--- src/hw/rtl/assert_macros.svh ---
// Assertion macros included by the top-level RTL file
`ifndef ASSERT_MACROS_SVH
`define ASSERT_MACROS_SVH
`ifndef SYNTH
// same-cycle implication, clocked on clk_i, off during reset
`define PCCP_ASSERT_IMP(lbl, ante, cons, msg) \
  lbl: assert property (@(posedge clk_i) disable iff (!rst_ni) (ante) |-> (cons)) \
    else $error(msg);
// next-cycle implication, clocked on clk_i, off during reset
`define PCCP_ASSERT_NXT(lbl, ante, cons, msg) \
  lbl: assert property (@(posedge clk_i) disable iff (!rst_ni) (ante) |=> (cons)) \
    else $error(msg);
`else
`define PCCP_ASSERT_IMP(lbl, ante, cons, msg)
`define PCCP_ASSERT_NXT(lbl, ante, cons, msg)
`endif
`endif

--- src/hw/rtl/pccp_pkg.sv ---
// Types and constants of the pair contact constraint projection block
package pccp_pkg;

  localparam int IDX_W    = 10;
  localparam int POS_W    = 24;
  localparam int DIFF_W   = POS_W + 1;
  localparam int MASS_W   = 16;
  localparam int MSUM_W   = MASS_W + 1;
  localparam int RADIUS_W = 16;
  localparam int SUB_W    = 7;
  localparam int SQ_W     = 2 * DIFF_W;
  localparam int ROOT_W   = DIFF_W;
  localparam int ERR_W    = ROOT_W + 2;
  localparam int MAG_W    = ROOT_W;
  localparam int NUM_W    = 50;
  localparam int DEN_W    = 25;
  localparam int QUO_W    = NUM_W - DEN_W;
  localparam int EXT_W    = POS_W + 3;
  localparam int SQRT_STAGES = ROOT_W;
  localparam int DIV_STAGES  = QUO_W;
  localparam int PADDR_W  = 3;
  localparam int PDATA_W  = 32;

  // register indexes
  localparam logic REG_RADIUS   = 1'b0;
  localparam logic REG_SUBSTEPS = 1'b1;

  localparam logic [RADIUS_W-1:0] RADIUS_RESET  = RADIUS_W'(1280);
  localparam logic [SUB_W-1:0]    SUBSTEP_RESET = SUB_W'(8);

  localparam logic signed [EXT_W-1:0] POS_MAX_X = EXT_W'((2 ** (POS_W - 1)) - 1);
  localparam logic signed [EXT_W-1:0] POS_MIN_X = -EXT_W'(2 ** (POS_W - 1));

  typedef struct packed {
    logic [IDX_W-1:0]        first_index;
    logic [IDX_W-1:0]        second_index;
    logic signed [POS_W-1:0] first_x;
    logic signed [POS_W-1:0] first_y;
    logic signed [POS_W-1:0] second_x;
    logic signed [POS_W-1:0] second_y;
    logic [MASS_W-1:0]       first_mass;
    logic [MASS_W-1:0]       second_mass;
  } pccp_in_t;

  typedef struct packed {
    logic [IDX_W-1:0]        out_first_index;
    logic [IDX_W-1:0]        out_second_index;
    logic signed [POS_W-1:0] new_first_x;
    logic signed [POS_W-1:0] new_first_y;
    logic signed [POS_W-1:0] new_second_x;
    logic signed [POS_W-1:0] new_second_y;
    logic                    was_clamped;
  } pccp_out_t;

  // per-pair state carried down the pipeline
  typedef struct packed {
    logic [IDX_W-1:0]         idx_i;
    logic [IDX_W-1:0]         idx_j;
    logic signed [POS_W-1:0]  xi;
    logic signed [POS_W-1:0]  yi;
    logic signed [POS_W-1:0]  xj;
    logic signed [POS_W-1:0]  yj;
    logic [MASS_W-1:0]        mi;
    logic [MASS_W-1:0]        mj;
    logic signed [DIFF_W-1:0] dx;
    logic signed [DIFF_W-1:0] dy;
    logic [ROOT_W-1:0]        len;
    logic                     neg;
    logic                     clamped;
  } pccp_side_t;

endpackage

--- src/hw/rtl/pccp_div.sv ---
// Pipelined restoring divider, one quotient bit per stage
module pccp_div import pccp_pkg::*; (
  input  logic             clk_i,
  input  logic             en_i,
  input  logic [NUM_W-1:0] num_i,
  input  logic [DEN_W-1:0] den_i,
  output logic [QUO_W-1:0] quo_o
);

  logic [DEN_W-1:0] rem_q [DIV_STAGES];
  logic [QUO_W-1:0] low_q [DIV_STAGES];
  logic [DEN_W-1:0] den_q [DIV_STAGES];
  logic [QUO_W-1:0] quo_q [DIV_STAGES];

  for (genvar k = 0; k < DIV_STAGES; k++) begin : g_step
    logic [DEN_W-1:0] rem_in, den_in;
    logic [QUO_W-1:0] low_in, quo_in;
    logic [DEN_W:0]   trial, diff;
    logic             ge;

    if (k == 0) begin : g_first
      assign rem_in = num_i[NUM_W-1:QUO_W];
      assign low_in = num_i[QUO_W-1:0];
      assign den_in = den_i;
      assign quo_in = '0;
    end else begin : g_next
      assign rem_in = rem_q[k-1];
      assign low_in = low_q[k-1];
      assign den_in = den_q[k-1];
      assign quo_in = quo_q[k-1];
    end

    assign trial = {rem_in, low_in[QUO_W-1]};
    assign diff  = trial - {1'b0, den_in};
    assign ge    = trial >= {1'b0, den_in};

    // shift in one numerator bit, subtract where it fits
    always_ff @(posedge clk_i) begin
      if (en_i) begin
        rem_q[k] <= ge ? diff[DEN_W-1:0] : trial[DEN_W-1:0];
        low_q[k] <= low_in << 1;
        den_q[k] <= den_in;
        quo_q[k] <= {quo_in[QUO_W-2:0], ge};
      end
    end
  end

  assign quo_o = quo_q[DIV_STAGES-1];

endmodule

--- config.mk ---
export PLATFORM = sky130hd
export DESIGN_NAME = pccp_div
export DESIGN_NICKNAME = d
export VERILOG_FILES = /design/src/hw/rtl/assert_macros.svh /design/src/hw/rtl/pccp_pkg.sv /design/src/hw/rtl/pccp_div.sv
export SDC_FILE = /design/constraint.sdc
export NUM_CORES = 2
export LEC_CHECK = 0
export BUFFER_PORTS_ARGS = -buffer_cell sky130_fd_sc_hd__buf_2
export CORE_ASPECT_RATIO = 0.5
export CORE_MARGIN = 3
export CORE_UTILIZATION = 31
export CTS_BUF_LIST = sky130_fd_sc_hd__clkbuf_8
export DETAILED_ROUTE_END_ITERATION = 6
export PLACE_DENSITY = 0.47
export SLEW_MARGIN = 20
export SYNTH_ARGS = -nofsm -noshare
export SYNTH_HDL_FRONTEND = slang
export SYNTH_SLANG_ARGS = --single-unit
--- constraint.sdc ---
create_clock -name clk_i -period 5.1 [get_ports clk_i]
set_input_delay 0.255 -clock clk_i [delete_from_list [all_inputs] [get_ports clk_i]]
set_output_delay 0.255 -clock clk_i [all_outputs]
set_load 0.02 [all_outputs]
==> metrics <==
CP endpoint kind=flip-flop; min-delay worst type=input pin to flip-flop; Routed WL=186 mm; Mean Syn Cell Area=12.3 um2; final instance area=105000 um2; normalized max-slew margin=28.5%; Cells after Synth=7537; Core Util, Final=35.4%; first-pass GRT wire length=297 mm; Pwr Density=585 nW/um2; synth warn=0; Post-synth ARST share=0%; #FFs+latches synth=1825; CP Launch Type=flip-flop; RSZ-0062 raised after global routing=no; CP endpoint=rem_q[2][51]; CP Cell Sequence=inv_1 > ha_1 > inv_1 > fa_1 > a21o_1 > a221oi_1 > o211ai_1 > a221oi_1 > a311oi_1 > a221oi_4 > buf_12 > mux2_2; pre-CTS setup slack=0.754 ns; Worst Setup SP=low_q[2][47]; top cell type's share of synthesized area=59.1%; Routed Antenna Nets=0; Starting Density=31.3%; net count after synthesis=8263; Critical Path Slowest Stage Cell=a221oi_1; clock sinks=1825; Critical Path RT=5.78 ns; Worst R2R End=rem_q[2][51]; Final Max Tran Viols=0; fin crit share=84.2%; # Max-Cap Violations=0; number of flops mapped to enable cells by yosys=1825; PnR worst setup slack=0.806 ns; top layer in use=met4; # DRC=0; clk_lat worst skew=0.97 ns; setup bufs post-CTS=0; wire per inst=15.2 um; Reg clk slew, reported paths=0.07 ns; library cells used by synthesis=87; Resized cells post-CTS=0; largest net degree at the start of global routing=166; Max Clk Rate=233 MHz; Hold-fix buffers, CTS=132; via count=56471; CP arrival=4.97 ns; vias in the first global route=57328; clock skew=0.0977 ns; most common cell after layout, fill and taps aside=edfxtp_1; multi-input logic area=34500 um2; Die ar.=306000 um2; # fillers=29093; commonest non-fill, non-tap cells in the layout=edfxtp_1, inv_1, a21oi_1, ha_1, nand2_1; outcome=completed; global-route usage over all layers=11.8%; DP Area=98500 um2; RePlAce Congestion=0.832; Clock Path Buffers=4; Period minus WS final=4.29 ns; Non-Filler Instances=12204; total gr overflow=0; row count=141; M1 wire length=78.4 mm; WL met2=91.9 mm; sequential-to-total area share from yosys stat=59.1%; Cells on Worst Hold Path=2; reg2reg setup slack=0.81 ns; largest cells by area after synthesis=edfxtp_1, ha_1, a21oi_1; Fin Hold WS=0.134 ns; crit-path max cell delay=0.57 ns; drt via density=4.63; Leak=41.8 nW; final setup vio count=0; IR drop worst, VDD=0.191 mV; total power draw=61.5 mW; PortBufs=101; endpoints failing hold=0; Die Height=393 um; Synth Flop Type=edfxtp_1; 1st-iter DRT viols=2821; maximum fanout along the worst path=48; CTS tree=yes; setup TNS=0 ns; Routed met3 length=6.78 mm; H-tree depth=5; reg2reg start=low_q[2][47]; Post-DP HPWL=133 mm; Clk Tree Root Cell=clkbuf_8; Final #Nets=8712; drt first pass iters=7; actual slew at the worst max-slew pin=1.07 ns; initial antenna violation count=1; Num CTS Buffers=299; I/O pin count=102; area leader, netlist=edfxtp_1; critical path type=flip-flop to flip-flop; post-synthesis cell area=92800 um2; placed cell count=11556; FF-to-FF path depth=12; Storage cell area=54800 um2; layout cell share with drive strength beyond 1=10.1%; Die Span X=780 um; Core Box Area=297000 um2; Area growth syn-to-layout=13.3%
## registers in the layout, indices dropped and copies added, names as in the netlist
name	cells
den_q	600
rem_q	600
quo_q	325
low_q	300
## cell usage after synthesis, types with 63 or more instances
library cell and number:
mux2_2 234, o21ai_0 403, o21bai_1 72, xor2_1 204, ha_1 625, nor3_1 85
nand3_1 98, a21oi_1 626, edfxtp_1 1825, nand4_1 96, nor2_1 412, nand2_1 438
a31oi_1 63, xnor2_1 306, a21o_1 295, clkbuf_1 119, nor2b_1 79, inv_1 797
nand2b_1 74
## cells by family (layout without fill, tap and decap cells)
logic type / count (synthesis) / in the layout / synth area share [%]
AO/OA/AOI/OAI: 1851 / 1851 / 12.5
flip-flops: 1825 / 1825 / 59.1
AND/OR/NAND/NOR: 1489 / 1489 / 7.66
buffers and inverters: 960 / 1622 / 3.96
adder cells (fa/ha/maj): 649 / 649 / 8.95
XOR/XNOR: 510 / 510 / 4.81
multiplexers: 253 / 253 / 3.05
other: 0 / 1 / 0
## area by class of cell
type                       count  share of cell area [%]
clock inverter               212                    1.04
tap                         4004                    4.77
sequential                  1825                    52.1
antenna                        1                 0.00238
multi-input combinational   4752                    32.8
timing repair buffer         311                    2.48
clock buffer                 302                    3.95
inverter                     797                    2.85
## how the worst min path moves through the flow
stage                  start            end
6_report           num_i[20]   low_q[0][20]
5_1_grt            num_i[20]   low_q[0][20]
4_1_cts            num_i[20]   low_q[0][20]
3_5_place_dp    low_q[0][76]  low_q[0][101]
3_3_place_gp   low_q[2][141]  low_q[2][166]
2_1_floorplan       den_i[0]    den_q[0][0]
## critical path: cells and delay by family, from the launching register on
| kind | cells | cell delay, ns |
|---|---|---|
| compound gates | 6 | 2.38 |
| fa+ha+maj | 2 | 0.54 |
| flops | 1 | 0.38 |
| buf+inv | 3 | 0.36 |
| mux | 1 | 0.35 |
## layer usage
| layer | track usage, % | vias to the layer above |
|---|---|---|
| met5 | 0 | - |
| met4 | 5.45 | 0 |
| met3 | 2.25 | 499 |
| met2 | 21.3 | 886 |
| met1 | 13.5 | 26420 |
| li1 | - | 28666 |
## where the power goes
part	switching (mW)	internal (mW)	total (mW)
clock network	6.06	5.79	11.8
logic	14.5	11.8	26.3
registers	1.80	21.5	23.3
Power figures use the tool's default switching activity.
