### config.mk
export PLATFORM = sky130hd
export DESIGN_NAME = pccp_sqrt
export DESIGN_NICKNAME = d
export VERILOG_FILES = /design/src/hw/rtl/assert_macros.svh /design/src/hw/rtl/pccp_pkg.sv /design/src/hw/rtl/pccp_sqrt.sv
export SDC_FILE = /design/constraint.sdc
export NUM_CORES = 2
export LEC_CHECK = 0
export ABC_CLOCK_PERIOD_IN_PS = 5000
export BUFFER_PORTS_ARGS = -buffer_cell sky130_fd_sc_hd__buf_2
export CAP_MARGIN = 40
export CORE_MARGIN = 2
export CORE_UTILIZATION = 50
export CTS_CLUSTER_DIAMETER = 100
export DETAILED_ROUTE_END_ITERATION = 12
export PLACE_DENSITY = 0.73
export REMOVE_ABC_BUFFERS = 1
export SLEW_MARGIN = 5
export SYNTH_ARGS = -nofsm -noshare
export SYNTH_HDL_FRONTEND = slang
export SYNTH_SLANG_ARGS = --single-unit
export TNS_END_PERCENT = 30
### constraint.sdc
create_clock -name clk_i -period 5 [get_ports clk_i]
set_input_delay 0.75 -clock clk_i [delete_from_list [all_inputs] [get_ports clk_i]]
set_output_delay 0.75 -clock clk_i [all_outputs]
set_load 0.01 [all_outputs]
### src/hw/rtl/assert_macros.svh
// Assertion macros included by the top-level RTL file
`ifndef ASSERT_MACROS_SVH
`define ASSERT_MACROS_SVH
`ifndef SYNTH
// same-cycle implication, clocked on clk_i, off during reset
`define PCCP_ASSERT_IMP(lbl, ante, cons, msg) \
  lbl: assert property (@(posedge clk_i) disable iff (!rst_ni) (ante) |-> (cons)) \
    else $error(msg);
// next-cycle implication, clocked on clk_i, off during reset
`define PCCP_ASSERT_NXT(lbl, ante, cons, msg) \
  lbl: assert property (@(posedge clk_i) disable iff (!rst_ni) (ante) |=> (cons)) \
    else $error(msg);
`else
`define PCCP_ASSERT_IMP(lbl, ante, cons, msg)
`define PCCP_ASSERT_NXT(lbl, ante, cons, msg)
`endif
`endif

### src/hw/rtl/pccp_pkg.sv
// Types and constants of the pair contact constraint projection block
package pccp_pkg;

  localparam int IDX_W    = 10;
  localparam int POS_W    = 24;
  localparam int DIFF_W   = POS_W + 1;
  localparam int MASS_W   = 16;
  localparam int MSUM_W   = MASS_W + 1;
  localparam int RADIUS_W = 16;
  localparam int SUB_W    = 7;
  localparam int SQ_W     = 2 * DIFF_W;
  localparam int ROOT_W   = DIFF_W;
  localparam int ERR_W    = ROOT_W + 2;
  localparam int MAG_W    = ROOT_W;
  localparam int NUM_W    = 50;
  localparam int DEN_W    = 25;
  localparam int QUO_W    = NUM_W - DEN_W;
  localparam int EXT_W    = POS_W + 3;
  localparam int SQRT_STAGES = ROOT_W;
  localparam int DIV_STAGES  = QUO_W;
  localparam int PADDR_W  = 3;
  localparam int PDATA_W  = 32;

  // register indexes
  localparam logic REG_RADIUS   = 1'b0;
  localparam logic REG_SUBSTEPS = 1'b1;

  localparam logic [RADIUS_W-1:0] RADIUS_RESET  = RADIUS_W'(1280);
  localparam logic [SUB_W-1:0]    SUBSTEP_RESET = SUB_W'(8);

  localparam logic signed [EXT_W-1:0] POS_MAX_X = EXT_W'((2 ** (POS_W - 1)) - 1);
  localparam logic signed [EXT_W-1:0] POS_MIN_X = -EXT_W'(2 ** (POS_W - 1));

  typedef struct packed {
    logic [IDX_W-1:0]        first_index;
    logic [IDX_W-1:0]        second_index;
    logic signed [POS_W-1:0] first_x;
    logic signed [POS_W-1:0] first_y;
    logic signed [POS_W-1:0] second_x;
    logic signed [POS_W-1:0] second_y;
    logic [MASS_W-1:0]       first_mass;
    logic [MASS_W-1:0]       second_mass;
  } pccp_in_t;

  typedef struct packed {
    logic [IDX_W-1:0]        out_first_index;
    logic [IDX_W-1:0]        out_second_index;
    logic signed [POS_W-1:0] new_first_x;
    logic signed [POS_W-1:0] new_first_y;
    logic signed [POS_W-1:0] new_second_x;
    logic signed [POS_W-1:0] new_second_y;
    logic                    was_clamped;
  } pccp_out_t;

  // per-pair state carried down the pipeline
  typedef struct packed {
    logic [IDX_W-1:0]         idx_i;
    logic [IDX_W-1:0]         idx_j;
    logic signed [POS_W-1:0]  xi;
    logic signed [POS_W-1:0]  yi;
    logic signed [POS_W-1:0]  xj;
    logic signed [POS_W-1:0]  yj;
    logic [MASS_W-1:0]        mi;
    logic [MASS_W-1:0]        mj;
    logic signed [DIFF_W-1:0] dx;
    logic signed [DIFF_W-1:0] dy;
    logic [ROOT_W-1:0]        len;
    logic                     neg;
    logic                     clamped;
  } pccp_side_t;

endpackage

### src/hw/rtl/pccp_sqrt.sv
// Pipelined integer square root, one result bit per stage
module pccp_sqrt import pccp_pkg::*; (
  input  logic              clk_i,
  input  logic              en_i,
  input  logic [SQ_W-1:0]   rad_i,
  output logic [ROOT_W-1:0] root_o
);

  logic [SQ_W-1:0] v_q [SQRT_STAGES];
  logic [SQ_W-1:0] r_q [SQRT_STAGES];

  for (genvar k = 0; k < SQRT_STAGES; k++) begin : g_step
    localparam int Shift = 2 * (ROOT_W - 1 - k);
    logic [SQ_W-1:0] v_in, r_in, bitv, trial;

    if (k == 0) begin : g_first
      assign v_in = rad_i;
      assign r_in = '0;
    end else begin : g_next
      assign v_in = v_q[k-1];
      assign r_in = r_q[k-1];
    end

    assign bitv  = SQ_W'(1) << Shift;
    assign trial = r_in + bitv;

    // take one digit of the root
    always_ff @(posedge clk_i) begin
      if (en_i) begin
        if (v_in >= trial) begin
          v_q[k] <= v_in - trial;
          r_q[k] <= (r_in >> 1) + bitv;
        end else begin
          v_q[k] <= v_in;
          r_q[k] <= r_in >> 1;
        end
      end
    end
  end

  assign root_o = r_q[SQRT_STAGES-1][ROOT_W-1:0];

endmodule

==> reports/results.tsv <==
metric	value	unit
run status	complete, no violations	
area inside the core boundary	146000	µm²
worst r2r dst	v_q[2][193]	
launching element type of the critical path	flip-flop	
register bit total from synthesis	1525	
fraction of the cycle the final worst path needs	78.1	%
critical path data required time	5510	ps
final cell count without fillers	8099	
Pleak	30.3	nW
Cell Chain, Critical Path	ha_1 > nor3b_1 > or3b_1 > o41ai_1 > a211oi_4 > nor2_1 > nor4bb_1 > xor2_1	
total half-perimeter wirelength after legalization and detailed placement	127000	µm
leading cell type in the layout, fill and taps excluded	sky130_fd_sc_hd__edfxtp_1	
largest net degree at the start of global routing	136	
worst ir drop on vdd	0.000303	V
async set or reset register ratio after synthesis	0	%
routed wirelength normalized by instance count	21.0	µm
Horiz. Die Dim	388	µm
root buffer cell	sky130_fd_sc_hd__clkbuf_16	
fin area	81800	µm²
weighted congestion at the end of routability-driven global placement	0.914	
GRT Overall Usage	22.3	%
area post-placement	76600	µm²
area of all sequential standard cells	45800	µm²
total of cells resized after clock tree synthesis	0	
sink count of the clock tree	1525	
data arrival at the endpoint of the critical path	4420	ps
Antenna Cells	0	
worst setup slack after layout	1100	ps
max-slew violations	0	
number of flops mapped to enable cells by yosys	1525	
worst slew pin tran	978	ps
flip-flop cell with the highest count after synthesis	sky130_fd_sc_hd__edfxtp_1	
Register-to-Register Setup Slack	1100	ps
number of buffers on the longest clock path	3	
Starting Density	50.5	%
endpoint of the most critical setup path	v_q[2][193]	
Clock H-tree levels	4	
max-cap violation count	0	
via count of the routed design	47490	
distinct cell type count after synthesis	86	
area of the die	151000	µm²
clock network latency to the later pin of the worst-skew pair	820	ps
io pins	77	
clock-pin slew on the worst setup and hold paths	70	ps
top cell type's share of synthesized area	62.1	%
setup skew after layout	70.5	ps
Post-Route WL	170000	µm
area leader, netlist	sky130_fd_sc_hd__edfxtp_1	
number of antenna-violating nets in the routed design	0	
CP peak stage delay	610	ps
largest fanout on the critical path	22	
Fin Setup TNS	0	ps
standard-cell rows	140	
total setup buffers inserted after CTS	0	
vias in the first global route	45538	
synthesized area per cell	12.5	µm²
fraction of final layout cells with drive strength greater than 1	6.97	%
DRC violation count after routing	0	
launching instance or port of the critical path	v_q[2][130]	
endpoints failing setup	0	
area growth from synthesis to final layout	10.9	%
Worst Hold Slack	89.2	ps
worst max-slew margin expressed relative to the limit	33.1	%
Placement Setup Slack	1230	ps
number of placed instances, taps included	7817	
TritonCTS Buffers	157	
number of endpoints with negative hold slack in the final report	0	
First DRT Iteration DRCs	4367	
clock tree from TritonCTS	built	
global route total overflow	0	
Layout fillers	11838	
multi-input gate area in the final layout	25900	µm²
Setup Crit Path Kind	reg -> reg	
worst flop-to-flop path startpoint	v_q[2][130]	
Layout Utilization	56.0	%
vertical die dimension	388	µm
min Tclk post-route	3900	ps
post-synth design cell area	73800	µm²
type of the worst min-delay path	in -> reg	
first-pass GRT wire length	263000	µm
Port Buf Inserts	76	
number of buffers inserted by hold repair at cts	0	
Crit-path slowest cell	sky130_fd_sc_hd__nor3b_1	
sequential element share of the synthesized area	62.1	%
depth of the most critical reg-to-reg path	8	
cells after synthesis	5908	
initial antenna violation count	2	
Critical Path Sink Type	flip-flop	
top post-synthesis cells by area	sky130_fd_sc_hd__edfxtp_1 (62%), sky130_fd_sc_hd__ha_1 (5.9%), sky130_fd_sc_hd__xnor2_1 (3.1%)	
DRT Pass-1 Iters	5	
commonest non-fill, non-tap cells in the layout	sky130_fd_sc_hd__edfxtp_1 (1525), sky130_fd_sc_hd__nand2_1 (427), sky130_fd_sc_hd__inv_1 (411)	
maximum frequency from static timing analysis	256	MHz
post-layout net count	6458	
setup repair after global routing missed its margin	no	
power density relative to cell area	432	nW/µm²
via-per-instance ratio	5.86	
Synthesis Warnings	0	
post-route total power	35.4	mW
==> Yosys cell counts, types with 10 or more instances <==
cell	n
sky130_fd_sc_hd__a211oi_1	50
sky130_fd_sc_hd__a21boi_0	12
sky130_fd_sc_hd__a21o_1	109
sky130_fd_sc_hd__a21oi_1	274
sky130_fd_sc_hd__a31oi_1	24
sky130_fd_sc_hd__and2_1	15
sky130_fd_sc_hd__and3_1	20
sky130_fd_sc_hd__and4_1	15
sky130_fd_sc_hd__and4b_1	11
sky130_fd_sc_hd__clkbuf_1	129
sky130_fd_sc_hd__edfxtp_1	1525
sky130_fd_sc_hd__ha_1	347
sky130_fd_sc_hd__inv_1	411
sky130_fd_sc_hd__mux2_1	32
sky130_fd_sc_hd__mux2_2	21
sky130_fd_sc_hd__nand2_1	427
sky130_fd_sc_hd__nand2b_1	66
sky130_fd_sc_hd__nand3_1	105
sky130_fd_sc_hd__nand3b_1	19
sky130_fd_sc_hd__nand4_1	98
sky130_fd_sc_hd__nand4b_1	28
sky130_fd_sc_hd__nor2_1	351
sky130_fd_sc_hd__nor2b_1	45
sky130_fd_sc_hd__nor3_1	170
sky130_fd_sc_hd__nor3b_1	21
sky130_fd_sc_hd__nor4_1	206
sky130_fd_sc_hd__nor4b_1	31
sky130_fd_sc_hd__o211ai_1	32
sky130_fd_sc_hd__o21a_1	67
sky130_fd_sc_hd__o21ai_0	233
sky130_fd_sc_hd__o21ai_1	103
sky130_fd_sc_hd__o21bai_1	30
sky130_fd_sc_hd__o31a_1	11
sky130_fd_sc_hd__o31ai_1	29
sky130_fd_sc_hd__o41ai_1	10
sky130_fd_sc_hd__or2_2	22
sky130_fd_sc_hd__or3_1	65
sky130_fd_sc_hd__or4_1	52
sky130_fd_sc_hd__xnor2_1	257
sky130_fd_sc_hd__xor2_1	257
==> critical path: cells and delay by family, from the launching register on <==
family                     cells  cell delay [ps]
xor gates and xnor gates       1              120
AOI/OAI and AO/OA              2              830
and+or+nand+nor                4             1690
DFF                            1              400
adders and majority gates      1              590
==> flip-flops by register name (all words and copies together) (netlist names) <==
name and flops:
v_q 1200, r_q 325
==> worst min path at each step <==
stage	start	to	cells past startpoint
after floorplan	v_q[0][208]	v_q[0][258]	0
after global placement	v_q[0][205]	v_q[0][255]	0
after detailed placement	v_q[0][16]	v_q[0][66]	0
after CTS	rad_i[8]	v_q[0][8]	1
after global routing	rad_i[8]	v_q[0][8]	1
final	rad_i[1]	v_q[0][1]	1
==> layer usage <==
metal / global-route usage (%) / up-vias / part of all wire, %
li1: - / 22514 / -
met2: 38.0 / 1500 / 49
met3: 3.03 / 308 / 5.2
met4: 7.15 / 0 / 2.9
met1: 29.7 / 23168 / 43
met5: 0 / - / 0
==> area by class of cell <==
type	count	share of cell area (%)
sequential	1525	56.0
multi-input combinational	3827	31.7
clock buffer	188	4.95
tap	1917	2.93
inverter	413	1.90
clock inverter	94	1.36
timing repair buffer	135	1.19
==> power breakdown <==
group	switching (mW)	internal [mW]
combinational	3.87	2.64
sequential	1.25	16.0
clock	5.07	6.50
total	10.2	25.2
==> kinds of logic after synthesis <==
| family | Yosys count | synth area share [%] |
|---|---|---|
| and+or+nand+nor | 1808 | 12.8 |
| muxes | 61 | 0.918 |
| AOI/OAI and AO/OA | 1097 | 9.31 |
| DFF | 1525 | 62.1 |
| adders and majority gates | 347 | 5.89 |
| xor gates and xnor gates | 514 | 6.10 |
| buffers and inverters | 556 | 2.86 |
Note: power is estimated with default switching activity, not from simulation.
